--- src/hdl/swsi_pkg.sv ---
`default_nettype none

package swsi_pkg;

    // store geometry
    localparam int DEPTH  = 32;
    localparam int ADDR_W = $clog2(DEPTH);
    localparam int CNT_W  = $clog2(DEPTH + 1);
    localparam int DATA_W = 32;

    // beat field widths
    localparam int REQ_W     = 2;
    localparam int POS_W     = 5;
    localparam int LIM_W     = 6;
    localparam int S_TDATA_W = 48;
    localparam int M_TDATA_W = 40;

    localparam logic [CNT_W-1:0] DEPTH_CNT = CNT_W'(DEPTH);

    typedef enum logic [REQ_W-1:0] {
        REQ_APPEND = 2'd0,
        REQ_INSERT = 2'd1,
        REQ_READ   = 2'd2,
        REQ_RESIZE = 2'd3
    } req_t;

    // controller to datapath
    typedef struct packed {
        logic load;
        logic do_append;
        logic do_resize;
        logic do_read;
        logic do_ovf;
        logic ins_start;
        logic ins_step;
        logic ins_shift;
        logic ins_place;
        logic use_carry;
        logic emit;
    } cmd_t;

    // datapath to controller
    typedef struct packed {
        req_t req;
        logic full;
        logic empty;
        logic greater;
        logic idx_last;
        logic out_free;
    } sts_t;

endpackage

`default_nettype wire

--- src/hdl/sliding_window_store_sorted_insert_top.sv ---
// bounded sample window with sorted insert
//
// input beat (s_ group): s_tuser carries the request kind (append, sorted
// insert, indexed read, resize), s_tdata carries sample, position and new limit.
// every accepted beat yields exactly one result beat on the m_ group with the
// read value, hit and overflow flags and the entry count after the request.
//
// sequencing: one request is handled at a time, and the next beat is only
// accepted once the result of the last has gone to the output register.
// append, read, resize, a dropped insert and an insert into an empty window
// go through execute and done only. a sorted insert into n entries scans all
// n from the oldest, one per cycle, moving every entry past the insert point
// up one slot on the way, with a separate place step when entries move,
// through the single read and single write port of the entry ram.
//
// reset: aresetn low empties the window and sets the limit to the full depth;
// ram contents are not cleared, only entries below the count are ever read.
// stall: the result sits in an output register; a new beat is accepted while
// it waits, and the next result holds in the datapath until m_tready frees it.
`default_nettype none

module sliding_window_store_sorted_insert_top import swsi_pkg::*; (
    input  wire logic                  aclk,
    input  wire logic                  aresetn,
    // input beat
    input  wire logic                  s_tvalid,
    output logic                       s_tready,
    input  wire logic [S_TDATA_W-1:0]  s_tdata,   // sample[31:0], position[36:32], new_limit[42:37], zero pad
    input  wire logic [REQ_W-1:0]      s_tuser,   // req_type[1:0]
    // result beat
    output logic                       m_tvalid,
    input  wire logic                  m_tready,
    output logic [M_TDATA_W-1:0]       m_tdata    // read_data[31:0], hit[32], overflow[33], fill[39:34]
);

    cmd_t cmd;
    sts_t sts;

    // sequencer: accept, execute, insert scan, shift and place, emit
    swsi_ctrl u_ctrl (
        .aclk     (aclk),
        .aresetn  (aresetn),
        .s_tvalid (s_tvalid),
        .s_tready (s_tready),
        .sts      (sts),
        .cmd      (cmd)
    );

    // entry ram as a ring, count, limit and output register
    swsi_dp u_dp (
        .aclk     (aclk),
        .aresetn  (aresetn),
        .s_tdata  (s_tdata),
        .s_tuser  (s_tuser),
        .cmd      (cmd),
        .sts      (sts),
        .m_tvalid (m_tvalid),
        .m_tready (m_tready),
        .m_tdata  (m_tdata)
    );

endmodule

`default_nettype wire

--- src/hdl/swsi_ctrl.sv ---
`default_nettype none

module swsi_ctrl import swsi_pkg::*; (
    input  wire logic aclk,
    input  wire logic aresetn,
    input  wire logic s_tvalid,
    output logic      s_tready,
    input  wire sts_t sts,
    output cmd_t      cmd
);

    typedef enum logic [5:0] {
        ST_IDLE  = 6'b000001,
        ST_EXEC  = 6'b000010,
        ST_SCAN  = 6'b000100,
        ST_SHIFT = 6'b001000,
        ST_PLACE = 6'b010000,
        ST_DONE  = 6'b100000
    } state_t;

    state_t state_reg, state_next;

    always_ff @(posedge aclk) begin
        if (!aresetn) begin
            state_reg <= ST_IDLE;
        end else begin
            state_reg <= state_next;
        end
    end

    assign s_tready = (state_reg == ST_IDLE);

    always_comb begin
        cmd        = '0;
        state_next = state_reg;
        case (state_reg)
            ST_IDLE: begin
                if (s_tvalid) begin
                    cmd.load   = 1'b1;
                    state_next = ST_EXEC;
                end
            end
            ST_EXEC: begin
                state_next = ST_DONE;
                case (sts.req)
                    REQ_APPEND: cmd.do_append = 1'b1;
                    REQ_READ:   cmd.do_read   = 1'b1;
                    REQ_RESIZE: cmd.do_resize = 1'b1;
                    REQ_INSERT: begin
                        if (sts.full) begin
                            cmd.do_ovf = 1'b1;
                        end else if (sts.empty) begin
                            cmd.ins_place = 1'b1;
                        end else begin
                            cmd.ins_start = 1'b1;
                            state_next    = ST_SCAN;
                        end
                    end
                    default: cmd.do_resize = 1'b1;
                endcase
            end
            ST_SCAN: begin
                // one entry compared per cycle, walking from the oldest
                if (sts.greater) begin
                    cmd.ins_shift = 1'b1;
                    if (sts.idx_last) begin
                        state_next = ST_PLACE;
                    end else begin
                        cmd.ins_step = 1'b1;
                        state_next   = ST_SHIFT;
                    end
                end else if (sts.idx_last) begin
                    cmd.ins_place = 1'b1;
                    state_next    = ST_DONE;
                end else begin
                    cmd.ins_step = 1'b1;
                end
            end
            ST_SHIFT: begin
                // every later entry moves up one slot, carried through a register
                cmd.ins_shift = 1'b1;
                cmd.use_carry = 1'b1;
                if (sts.idx_last) begin
                    state_next = ST_PLACE;
                end else begin
                    cmd.ins_step = 1'b1;
                end
            end
            ST_PLACE: begin
                cmd.ins_place = 1'b1;
                cmd.use_carry = 1'b1;
                state_next    = ST_DONE;
            end
            ST_DONE: begin
                if (sts.out_free) begin
                    cmd.emit   = 1'b1;
                    state_next = ST_IDLE;
                end
            end
            default: state_next = ST_IDLE;
        endcase
    end

endmodule

`default_nettype wire

--- src/hdl/swsi_dp.sv ---
`default_nettype none

module swsi_dp import swsi_pkg::*; (
    input  wire logic                  aclk,
    input  wire logic                  aresetn,
    input  wire logic [S_TDATA_W-1:0]  s_tdata,
    input  wire logic [REQ_W-1:0]      s_tuser,
    input  wire cmd_t                  cmd,
    output sts_t                       sts,
    output logic                       m_tvalid,
    input  wire logic                  m_tready,
    output logic [M_TDATA_W-1:0]       m_tdata
);

    // latched request
    req_t                     req_reg;
    logic signed [DATA_W-1:0] sample_reg;
    logic [POS_W-1:0]         pos_reg;
    logic [LIM_W-1:0]         nl_reg;

    // window state, entries live in a ring starting at head
    logic [ADDR_W-1:0] head_reg, head_next;
    logic [CNT_W-1:0]  count_reg, count_next;
    logic [CNT_W-1:0]  limit_reg, limit_next;
    logic [ADDR_W-1:0] idx_reg, idx_next;
    logic              hit_reg, ovf_reg;
    logic [DATA_W-1:0] carry_reg;

    logic [M_TDATA_W-1:0] m_data_reg;
    logic                 m_valid_reg, m_valid_next;

    logic [DATA_W-1:0] mem [DEPTH];
    logic [DATA_W-1:0] rd_data_reg;
    logic              rd_en, wr_en;
    logic [ADDR_W-1:0] rd_addr, wr_addr;
    logic [DATA_W-1:0] wr_data;

    logic [CNT_W-1:0]  nl_clamp;
    logic [CNT_W-1:0]  excess;
    logic              read_in_range;
    logic [ADDR_W-1:0] idx_up;
    logic [DATA_W-1:0] ins_data;

    assign nl_clamp = (nl_reg == '0) ? CNT_W'(1) :
                      ((CNT_W'(nl_reg) > DEPTH_CNT) ? DEPTH_CNT : CNT_W'(nl_reg));
    assign excess        = count_reg - nl_clamp;
    assign read_in_range = (CNT_W'(pos_reg) < count_reg);
    assign idx_up        = idx_reg + ADDR_W'(1);
    assign ins_data      = cmd.use_carry ? carry_reg : sample_reg;

    always_comb begin
        head_next  = head_reg;
        count_next = count_reg;
        limit_next = limit_reg;
        if (cmd.do_append) begin
            if (count_reg >= limit_reg) begin
                head_next = head_reg + ADDR_W'(1);
            end else begin
                count_next = count_reg + CNT_W'(1);
            end
        end
        if (cmd.do_resize) begin
            limit_next = nl_clamp;
            if (count_reg > nl_clamp) begin
                head_next  = head_reg + excess[ADDR_W-1:0];
                count_next = nl_clamp;
            end
        end
        if (cmd.ins_place) begin
            count_next = count_reg + CNT_W'(1);
        end
    end

    always_comb begin
        idx_next = idx_reg;
        rd_en    = 1'b0;
        rd_addr  = head_reg + pos_reg;
        if (cmd.do_read) begin
            rd_en = read_in_range;
        end
        if (cmd.ins_start) begin
            idx_next = '0;
            rd_en    = 1'b1;
            rd_addr  = head_reg;
        end
        if (cmd.ins_step) begin
            idx_next = idx_up;
            rd_en    = 1'b1;
            rd_addr  = head_reg + idx_up;
        end
    end

    always_comb begin
        wr_en   = 1'b0;
        wr_addr = head_reg + count_reg[ADDR_W-1:0];
        wr_data = sample_reg;
        if (cmd.do_append) begin
            wr_en = 1'b1;
        end
        if (cmd.ins_shift) begin
            wr_en   = 1'b1;
            wr_addr = head_reg + idx_reg;
            wr_data = ins_data;
        end
        if (cmd.ins_place) begin
            wr_en   = 1'b1;
            wr_addr = head_reg + count_reg[ADDR_W-1:0];
            wr_data = ins_data;
        end
    end

    always_ff @(posedge aclk) begin
        if (wr_en) begin
            mem[wr_addr] <= wr_data;
        end
        if (rd_en) begin
            rd_data_reg <= mem[rd_addr];
        end
    end

    always_ff @(posedge aclk) begin
        if (cmd.load) begin
            req_reg    <= req_t'(s_tuser);
            sample_reg <= s_tdata[DATA_W-1:0];
            pos_reg    <= s_tdata[DATA_W +: POS_W];
            nl_reg     <= s_tdata[DATA_W+POS_W +: LIM_W];
            hit_reg    <= 1'b0;
            ovf_reg    <= 1'b0;
        end else begin
            if (cmd.do_read) begin
                hit_reg <= read_in_range;
            end
            if (cmd.do_ovf) begin
                ovf_reg <= 1'b1;
            end
        end
        if (cmd.ins_shift) begin
            carry_reg <= rd_data_reg;
        end
        idx_reg <= idx_next;
        if (cmd.emit) begin
            m_data_reg <= {count_reg, ovf_reg, hit_reg,
                           (hit_reg ? rd_data_reg : {DATA_W{1'b0}})};
        end
    end

    assign m_valid_next = cmd.emit | (m_valid_reg & ~m_tready);

    always_ff @(posedge aclk) begin
        if (!aresetn) begin
            head_reg    <= '0;
            count_reg   <= '0;
            limit_reg   <= DEPTH_CNT;
            m_valid_reg <= 1'b0;
        end else begin
            head_reg    <= head_next;
            count_reg   <= count_next;
            limit_reg   <= limit_next;
            m_valid_reg <= m_valid_next;
        end
    end

    assign sts.req      = req_reg;
    assign sts.full     = (count_reg >= DEPTH_CNT);
    assign sts.empty    = (count_reg == '0);
    assign sts.greater  = ($signed(rd_data_reg) > sample_reg);
    assign sts.idx_last = (CNT_W'(idx_reg) == (count_reg - CNT_W'(1)));
    assign sts.out_free = ~m_valid_reg | m_tready;

    assign m_tvalid = m_valid_reg;
    assign m_tdata  = m_data_reg;

    a_count_bound: assert property (@(posedge aclk) disable iff (!aresetn)
        count_reg <= DEPTH_CNT)
        else $error("entry count above depth");

    a_limit_range: assert property (@(posedge aclk) disable iff (!aresetn)
        (limit_reg != '0) && (limit_reg <= DEPTH_CNT))
        else $error("limit out of range");

    a_walk_room: assert property (@(posedge aclk) disable iff (!aresetn)
        cmd.ins_start |-> ((count_reg != '0) && (count_reg < DEPTH_CNT)))
        else $error("insert walk started on empty or full store");

    a_emit_free: assert property (@(posedge aclk) disable iff (!aresetn)
        cmd.emit |-> (!m_valid_reg || m_tready))
        else $error("result emitted over an untaken beat");

    a_place_grows: assert property (@(posedge aclk) disable iff (!aresetn)
        cmd.ins_place |=> (count_reg == $past(count_reg) + CNT_W'(1)))
        else $error("sorted insert did not grow the store");

endmodule

`default_nettype wire
--- config.mk ---
export PLATFORM = sky130hd
export DESIGN_NAME = sliding_window_store_sorted_insert_top
export DESIGN_NICKNAME = d
export VERILOG_FILES = /design/src/hdl/swsi_pkg.sv /design/src/hdl/sliding_window_store_sorted_insert_top.sv /design/src/hdl/swsi_ctrl.sv /design/src/hdl/swsi_dp.sv
export SDC_FILE = /design/constraint.sdc
export NUM_CORES = 1
export LEC_CHECK = 0
export BUFFER_PORTS_ARGS = -buffer_cell sky130_fd_sc_hd__buf_4
export CORE_ASPECT_RATIO = 1.2
export CORE_MARGIN = 8
export CORE_UTILIZATION = 56
export CTS_CLUSTER_SIZE = 8
export DETAILED_ROUTE_END_ITERATION = 16
export GPL_TIMING_DRIVEN = 0
export PLACE_DENSITY = 0.79
export SYNTH_ARGS = -nofsm -noshare
export SYNTH_HDL_FRONTEND = slang
export SYNTH_SLANG_ARGS = --single-unit
--- constraint.sdc ---
create_clock -name aclk -period 5.3 [get_ports aclk]
set_input_delay 0.795 -clock aclk [delete_from_list [all_inputs] [get_ports aclk]]
set_output_delay 0.795 -clock aclk [all_outputs]
set_load 0.02 [all_outputs]
==> flow_summary_export.csv, run 1 <==
group,metric,value,unit
final_layout,stdcell_count,4540,
power_and_ir_drop,p_leak,0.0213,µW
sta,fmaxAchievable,0.178,GHz
final_layout,finalNetCount,3505,
critical_path,cp-end-kind,"flop",
critical_path,path_cells,"clkbuf_1, inv_1, ha_1, xnor2_1, a311oi_1, o2111ai_2, and3_1, buf_4, a21oi_1, buf_2, clkbuf_2, nand2_1, a32oi_1, nand4_1",
global_route,use_met1,32.5,%
global_route,grt_max_degree,33,
sta,post-route-period-util,106,%
sta,worstMarginPinSlew,1180,ps
sta,setup_ws,-315,ps
synth,ys_types,66,
critical_path,crit_start,"u_dp.count_reg[0]$_SDFF_PN0_",
synth,ys_ff_latch,1204,
sta,slew_headroom,21.3,%
synth,syn_nets,3165,
route,wl_per_cell,29.8,µm
sta,finalMaxSlewViolations,0,
clock_network,cts_tree,"built",
placed_design,dp_hpwl,87900,µm
final_layout,seqCellArea,35900,µm²
route,drc_errors,0,
sta,fin_skew,32.2,ps
worst_hold_path,hold_path_class,"input pin to flop",
critical_path,rr_worst_depth,14,
power_and_ir_drop,powerDensity,447,nW/µm²
final_layout,regMostFlops,"u_dp.mem",
floorplanning,start_util,56.5,%
critical_path,worst-setup-path-type,"flop to flop",
global_route,antenna_found_initial,2,
global_route,grtUsageMet2,44.1,%
clock_network,clockBufferDepth,3,
route,drtAntennaViolNets,0,
clock_network,worst_skew_pair.late_latency,760,ps
floorplanning,ioPinCount,96,
global_route,grt-ovfl-total,0,
final_layout,fill_cells,5413,
floorplanning,die_y,342,µm
synth,async_reset_ff_share,0,%
global_route,grtUsageMet3,5.76,%
route,drt_iter0_drc,4243,
critical_path,worstPathMaxFanout,10,
critical_path,cp-start-kind,"flop",
sta,min_period,5620,ps
placed_design,dp_slack,-653,ps
outcome,violations,"negative setup slack",
final_layout,fin_util,66.3,%
global_route,grt_pass1_vias,29700,
synth,syn_inst,3030,
clock_network,cts-root-buf,"clkbuf_16",
worst_hold_path,min_to,"u_dp.sample_reg[4]$_DFFE_PP_",
clock_network,cts_sinks,1204,
route,viasPerCell,6.50,
worst_hold_path,hold_depth,1,
job,cap_violations,0,
global_route,grt_busiest_layer,"met2",
critical_path,rrSetupSlack,-320,ps
critical_path,r2r-start,"u_dp.count_reg[0]$_SDFF_PN0_",
clock_network,cts_made_buffers,168,
placed_design,place_congestion,0.856,
worst_hold_path,hold_path_startpoint,"s_tdata[4]",
final_layout,areaGrowthSynthToFinish,17.3,%
route,first_pass_iters,6,
critical_path,r2r_end,"u_dp.rd_data_reg[31]$_DFFE_PP_",
critical_path,required,5750,ps
critical_path,critPathArrivalTime,6060,ps
placed_design,place_inst,4334,
sta,hold_viol,0,
final_layout,layout-drive-gt1-share,16.5,%
global_route,grt_pass1_wl,192000,µm
route,routed_wl,135000,µm
synth,synth_edf_count,1178,
floorplanning,placementRows,119,
global_route,grt_usage,26.7,%
synth,synthFlopType,"edfxtp_1",
synth,ys_seq_area_share,72.4,%
floorplanning,dieArea,98400,µm²
route,num_vias,29500,
placed_design,io_buffers,89,
clock_network,htreeDepth,4,
sta,finalSetupViolCount,235,
final_layout,diodes,0,
critical_path,slowest_stage,"a32oi_1",
final_layout,multi_input_area,13100,µm²
sta,tns,-8330,ps
final_layout,largest_reg_flops,1024,
floorplanning,coreArea,87700,µm²
synth,ys.warnings.count,0,
synth,synth.avg_cell_area,16.4,µm²
clock_network,path_clk_slew,50,ps
floorplanning,die-width,288,µm
critical_path,max_stage_delay,610,ps
synth,netlist_area,49600,µm²
outcome,status,"complete, but fails checks",
power_and_ir_drop,irDropWorstVdd,0.399,mV
-- per-layer routing --
layer | wire, µm | share of wire, % | vias up
met4 | 8660 | 6.4 | 0
met3 | 14500 | 11 | 533
met2 | 65000 | 48 | 2115
li1 | - | - | 12400
met5 | 0 | 0 | -
met1 | 47200 | 35 | 14500
-- repair_timing --
action,4_1_cts,5_1_grt
buffers inserted,6,9
gates resized for setup,8,25
pin swaps,6,11
hold buffers,0,0
endpoints found under the setup margin,1025,592
-- layout make-up --
class	instances	share of cell area, %
tap	1149	2.47
multi-input combinational	1607	22.5
clock buffer	176	7.28
clock inverter	15	0.374
sequential	1204	61.7
timing repair buffer	170	3.80
inverter	72	0.465
buffer	147	1.35
-- metrics by stage --
stage                     instance area, µm²  hold WS, ps  power (µW)
after detailed placement               53300          425       16600
after global placement                 51700          427       16300
after CTS                              57900          184       25900
after global routing                   58200          193       26600
after floorplan                        49600          409       14600
final                                  58200          210       26000
-- how the worst max path moves through the flow --
stage | end | slack [ps] | cells after the start
after floorplan | u_dp.mem[15][0]$_DFFE_PP_ | 70 | 10
after global placement | u_dp.mem[14][12]$_DFFE_PP_ | -4070 | 9
after detailed placement | u_dp.mem[1][18]$_DFFE_PP_ | -650 | 11
after CTS | u_dp.rd_data_reg[24]$_DFFE_PP_ | 7 | 14
after global routing | u_dp.rd_data_reg[31]$_DFFE_PP_ | -210 | 14
final | u_dp.rd_data_reg[31]$_DFFE_PP_ | -320 | 14
-- placed cells by master, fill, tap and decap left out, types with 11 or more instances in the layout --
cell type | Yosys | final
edfxtp_1 | 1178 | 1178
mux2i_1 | 647 | 647
nand2_1 | 318 | 317
clkbuf_16 | 0 | 168
a32oi_1 | 129 | 127
buf_4 | 28 | 120
ha_1 | 73 | 73
inv_1 | 72 | 72
buf_2 | 68 | 67
clkbuf_1 | 46 | 45
buf_12 | 0 | 42
and2_1 | 39 | 38
nand4_1 | 37 | 37
a21oi_1 | 36 | 36
nor2_4 | 0 | 32
nor2_1 | 64 | 31
o21ai_2 | 0 | 31
dfxtp_1 | 26 | 26
xnor2_1 | 23 | 23
buf_8 | 0 | 20
a21o_1 | 19 | 19
o21ai_0 | 49 | 17
xor2_1 | 12 | 12
buf_16 | 0 | 12
nor2b_1 | 12 | 11
-- cells by family (layout without fill, tap and decap cells) --
family,Yosys count,count (layout),share of synthesized area (%)
compound gates,300,300,4.54
fa+ha+maj,81,81,2.16
flops,1204,1204,72.4
xor+xnor,38,38,0.729
buf+inv,219,580,2.10
mux,651,651,13.2
simple gates,537,537,4.88
-- Yosys cell counts, drive strengths merged, types with 6 or more instances --
| cell | count | area (µm²) |
|---|---|---|
| edfxtp | 1178 | 35400 |
| mux2i | 650 | 6540 |
| nand2 | 318 | 1190 |
| a32oi | 131 | 1160 |
| buf | 101 | 599 |
| ha | 73 | 913 |
| inv | 72 | 270 |
| nor2 | 65 | 246 |
| o21ai | 51 | 255 |
| clkbuf | 46 | 173 |
| and2 | 39 | 244 |
| a21oi | 37 | 189 |
| nand4 | 37 | 231 |
| dfxtp | 26 | 521 |
| xnor2 | 24 | 218 |
| a21o | 19 | 143 |
| nor3 | 13 | 75.1 |
| xor2 | 13 | 121 |
| nand3 | 12 | 72.6 |
| nor2b | 12 | 75.1 |
| a211oi | 10 | 75.1 |
| fa | 8 | 160 |
| o211ai | 8 | 60.1 |
| nor4 | 7 | 43.8 |
| a211o | 6 | 52.6 |
| and3 | 6 | 37.5 |
| nand2b | 6 | 37.5 |
| o21a | 6 | 45.0 |
| or2 | 6 | 37.5 |
-- worst max-delay path, delay by kind of cell (launching register included) --
kind	cells	cell delay, ps
adder cells (fa/ha/maj)	1	370
XOR/XNOR	1	140
buffers and inverters	5	1680
AND/OR/NAND/NOR	3	770
flip-flops	1	480
AO/OA/AOI/OAI	4	1870
-- power by group --
part	total [µW]	switching (µW)	internal, µW
sequential	11400	102	11300
clock	9330	3730	5590
combinational	5320	3580	1740
total	26000	7410	18600
No activity file was read; power rests on OpenSTA's default activity.
==> run 2: changes to the inputs <==
Settings changed: BUFFER_PORTS_ARGS -buffer_cell sky130_fd_sc_hd__buf_4 to not set, CORE_UTILIZATION 56 to 63, DONT_BUFFER_PORTS set to 1, PLACE_DENSITY 0.79 to 0.83.
Clock period 5.3 ns to 5.6 ns, I/O delays scaled along.
==> run 2 against run 1 <==
  * The run now ends clean
  * Critical endpoint is now u_dp.mem[4][9]$_DFFE_PP_
  * Core utilization is 6.8 points higher
  * First-iteration DRC count is 7.3% higher
  * Die area is 11% lower
  * Register-to-register slack better by 390 ps
  * Largest power group unchanged
==> flow_summary_export.csv, run 2 (synthesis results as in run 1) <==
group,metric,value,unit
sta,min_period,5520,ps
critical_path,worstPathMaxFanout,24,
critical_path,worst-setup-path-type,"flop to flop",
critical_path,required,6080,ps
final_layout,regMostFlops,"u_dp.mem",
outcome,status,"completed",
final_layout,multi_input_area,13100,µm²
floorplanning,die-width,272,µm
clock_network,cts-root-buf,"clkbuf_16",
sta,fin_skew,26.6,ps
sta,finalMaxSlewViolations,0,
placed_design,place_congestion,0.883,
route,drt_iter0_drc,4552,
final_layout,layout_commonest_cell,"edfxtp_1",
sta,slew_headroom,13.7,%
placed_design,io_buffers,0,
sta,worstMarginPinSlew,1290,ps
floorplanning,start_util,63.6,%
clock_network,path_clk_slew,50,ps
critical_path,cp-end-kind,"flop",
sta,fmaxAchievable,0.181,GHz
worst_hold_path,hold_path_class,"input pin to flop",
sta,tns,0,ps
route,drtAntennaViolNets,0,
power_and_ir_drop,p_leak,0.0207,µW
route,routed_wl,140000,µm
global_route,grt-ovfl-total,0,
sta,fin_hold_ws,174,ps
floorplanning,placementRows,112,
clock_network,post_cts_buffers,0,
final_layout,finalNetCount,3391,
route,num_vias,30000,
route,wl_per_cell,32.5,µm
final_layout,stdcell_area,56900,µm²
critical_path,r2r-start,"u_dp.rd_data_reg[31]$_DFFE_PP_",
floorplanning,die_y,323,µm
final_layout,areaGrowthSynthToFinish,14.8,%
final_layout,seqCellArea,35900,µm²
clock_network,cts_made_buffers,168,
power_and_ir_drop,powerDensity,435,nW/µm²
sta,finalSetupViolCount,0,
final_layout,fill_cells,4331,
floorplanning,dieArea,88000,µm²
clock_network,cts_hold_buf,0,
floorplanning,coreArea,77900,µm²
worst_hold_path,hold_path_startpoint,"s_tdata[23]",
route,first_pass_iters,8,
power_and_ir_drop,irDropWorstVdd,0.319,mV
global_route,grt_usage,31.2,%
global_route,antenna_found_initial,5,
critical_path,crit_start,"u_dp.rd_data_reg[31]$_DFFE_PP_",
clock_network,clockBufferDepth,3,
critical_path,critPathArrivalTime,6000,ps
global_route,grt_pass1_wl,199000,µm
sta,post-route-period-util,98.6,%
route,drc_errors,0,
sta,grt_setup_unrepaired,"no",
clock_network,cts_sinks,1204,
critical_path,cp-start-kind,"flop",
placed_design,dp_hpwl,91000,µm
placed_design,dpl_cell_area,52300,µm²
clock_network,cts_tree,"built",
global_route,grt_max_degree,33,
route,viasPerCell,6.95,
clock_network,cts-resized-gates,2,
final_layout,final_cell_mix,"1178 x edfxtp_1, 647 x mux2i_1, 317 x nand2_1, 171 x clkbuf_16, 127 x a32oi_1",
final_layout,largest_reg_flops,1024,
sta,hold_viol,0,
clock_network,worst_skew_pair.late_latency,760,ps
global_route,grt_pass1_vias,30800,
job,cap_violations,0,
final_layout,layout-drive-gt1-share,13.2,%
floorplanning,ioPinCount,96,
clock_network,htreeDepth,4,
-- run 2: cell count changes in the layout (fill, tap and decap cells not counted), sizes merged --
| cell | before | now |
|---|---|---|
| buf | 270 | 157 |
| bufinv | 0 | 1 |
| clkbuf | 223 | 231 |
| clkinv | 8 | 4 |
| diode | 0 | 1 |
| inv | 79 | 80 |
-- run 2: where the power goes --
group          total [µW]  internal, µW  switching (µW)
Clock                9030          5450            3590
Combinational        4960          1550            3410
Sequential          10800         10700             108
-- run 2: cell type report --
class,count,share of cell area (%)
Tap cell,1026,2.25
Clock inverter,13,0.393
Multi-Input combinational cell,1607,23.0
Inverter,72,0.475
Clock buffer,185,7.61
Sequential cell,1204,63.1
Timing Repair Buffer,56,1.89
Buffer,147,1.36
Antenna cell,1,0.00440
-- run 2: per-stage QoR --
step | std cells | worst slack, ps | util [%] | total power, µW
floorplan | 3030 | 365 | - | 13900
global placement | 4056 | -3460 | 65.3 | 15300
detailed placement | 4112 | -280 | 67.2 | 15700
CTS | 4310 | -62.7 | 73.0 | 24600
global route | 4310 | 15.5 | 73.1 | 25300
finish | 4311 | 79.8 | 73.1 | 24800
-- run 2: final timing paths --
path | endpoint | cells past startpoint | slack (ps)
worst max-delay path | u_dp.mem[4][9]$_DFFE_PP_ | 11 | 80
worst min-delay path | u_dp.sample_reg[23]$_DFFE_PP_ | 0 | 170
worst max register to register | u_dp.mem[4][9]$_DFFE_PP_ | 11 | 80
worst min register to register | u_dp.m_tdata[33]$_DFFE_PP_ | 0 | 440
-- run 2: metal layers --
| metal | share of wire [%] | vias to the layer above | global-route usage [%] |
|---|---|---|---|
| met3 | 12 | 637 | 8.16 |
| li1 | - | 12100 | - |
| met2 | 47 | 2539 | 50.4 |
| met4 | 8.0 | 4 | 22.0 |
| met1 | 33 | 14600 | 36.6 |
| met5 | 0.019 | - | 0 |
-- run 2: critical path, stage by stage (launching register included) --
cell and delay (ps):
edfxtp_1 470, ha_1 580, nand4_1 340, nor4b_4 670
o31a_1 350, nor4_1 100, nor2_1 410, nand2_2 410
buf_12 310, a32oi_2 880, nor2_4 380, buf_12 290
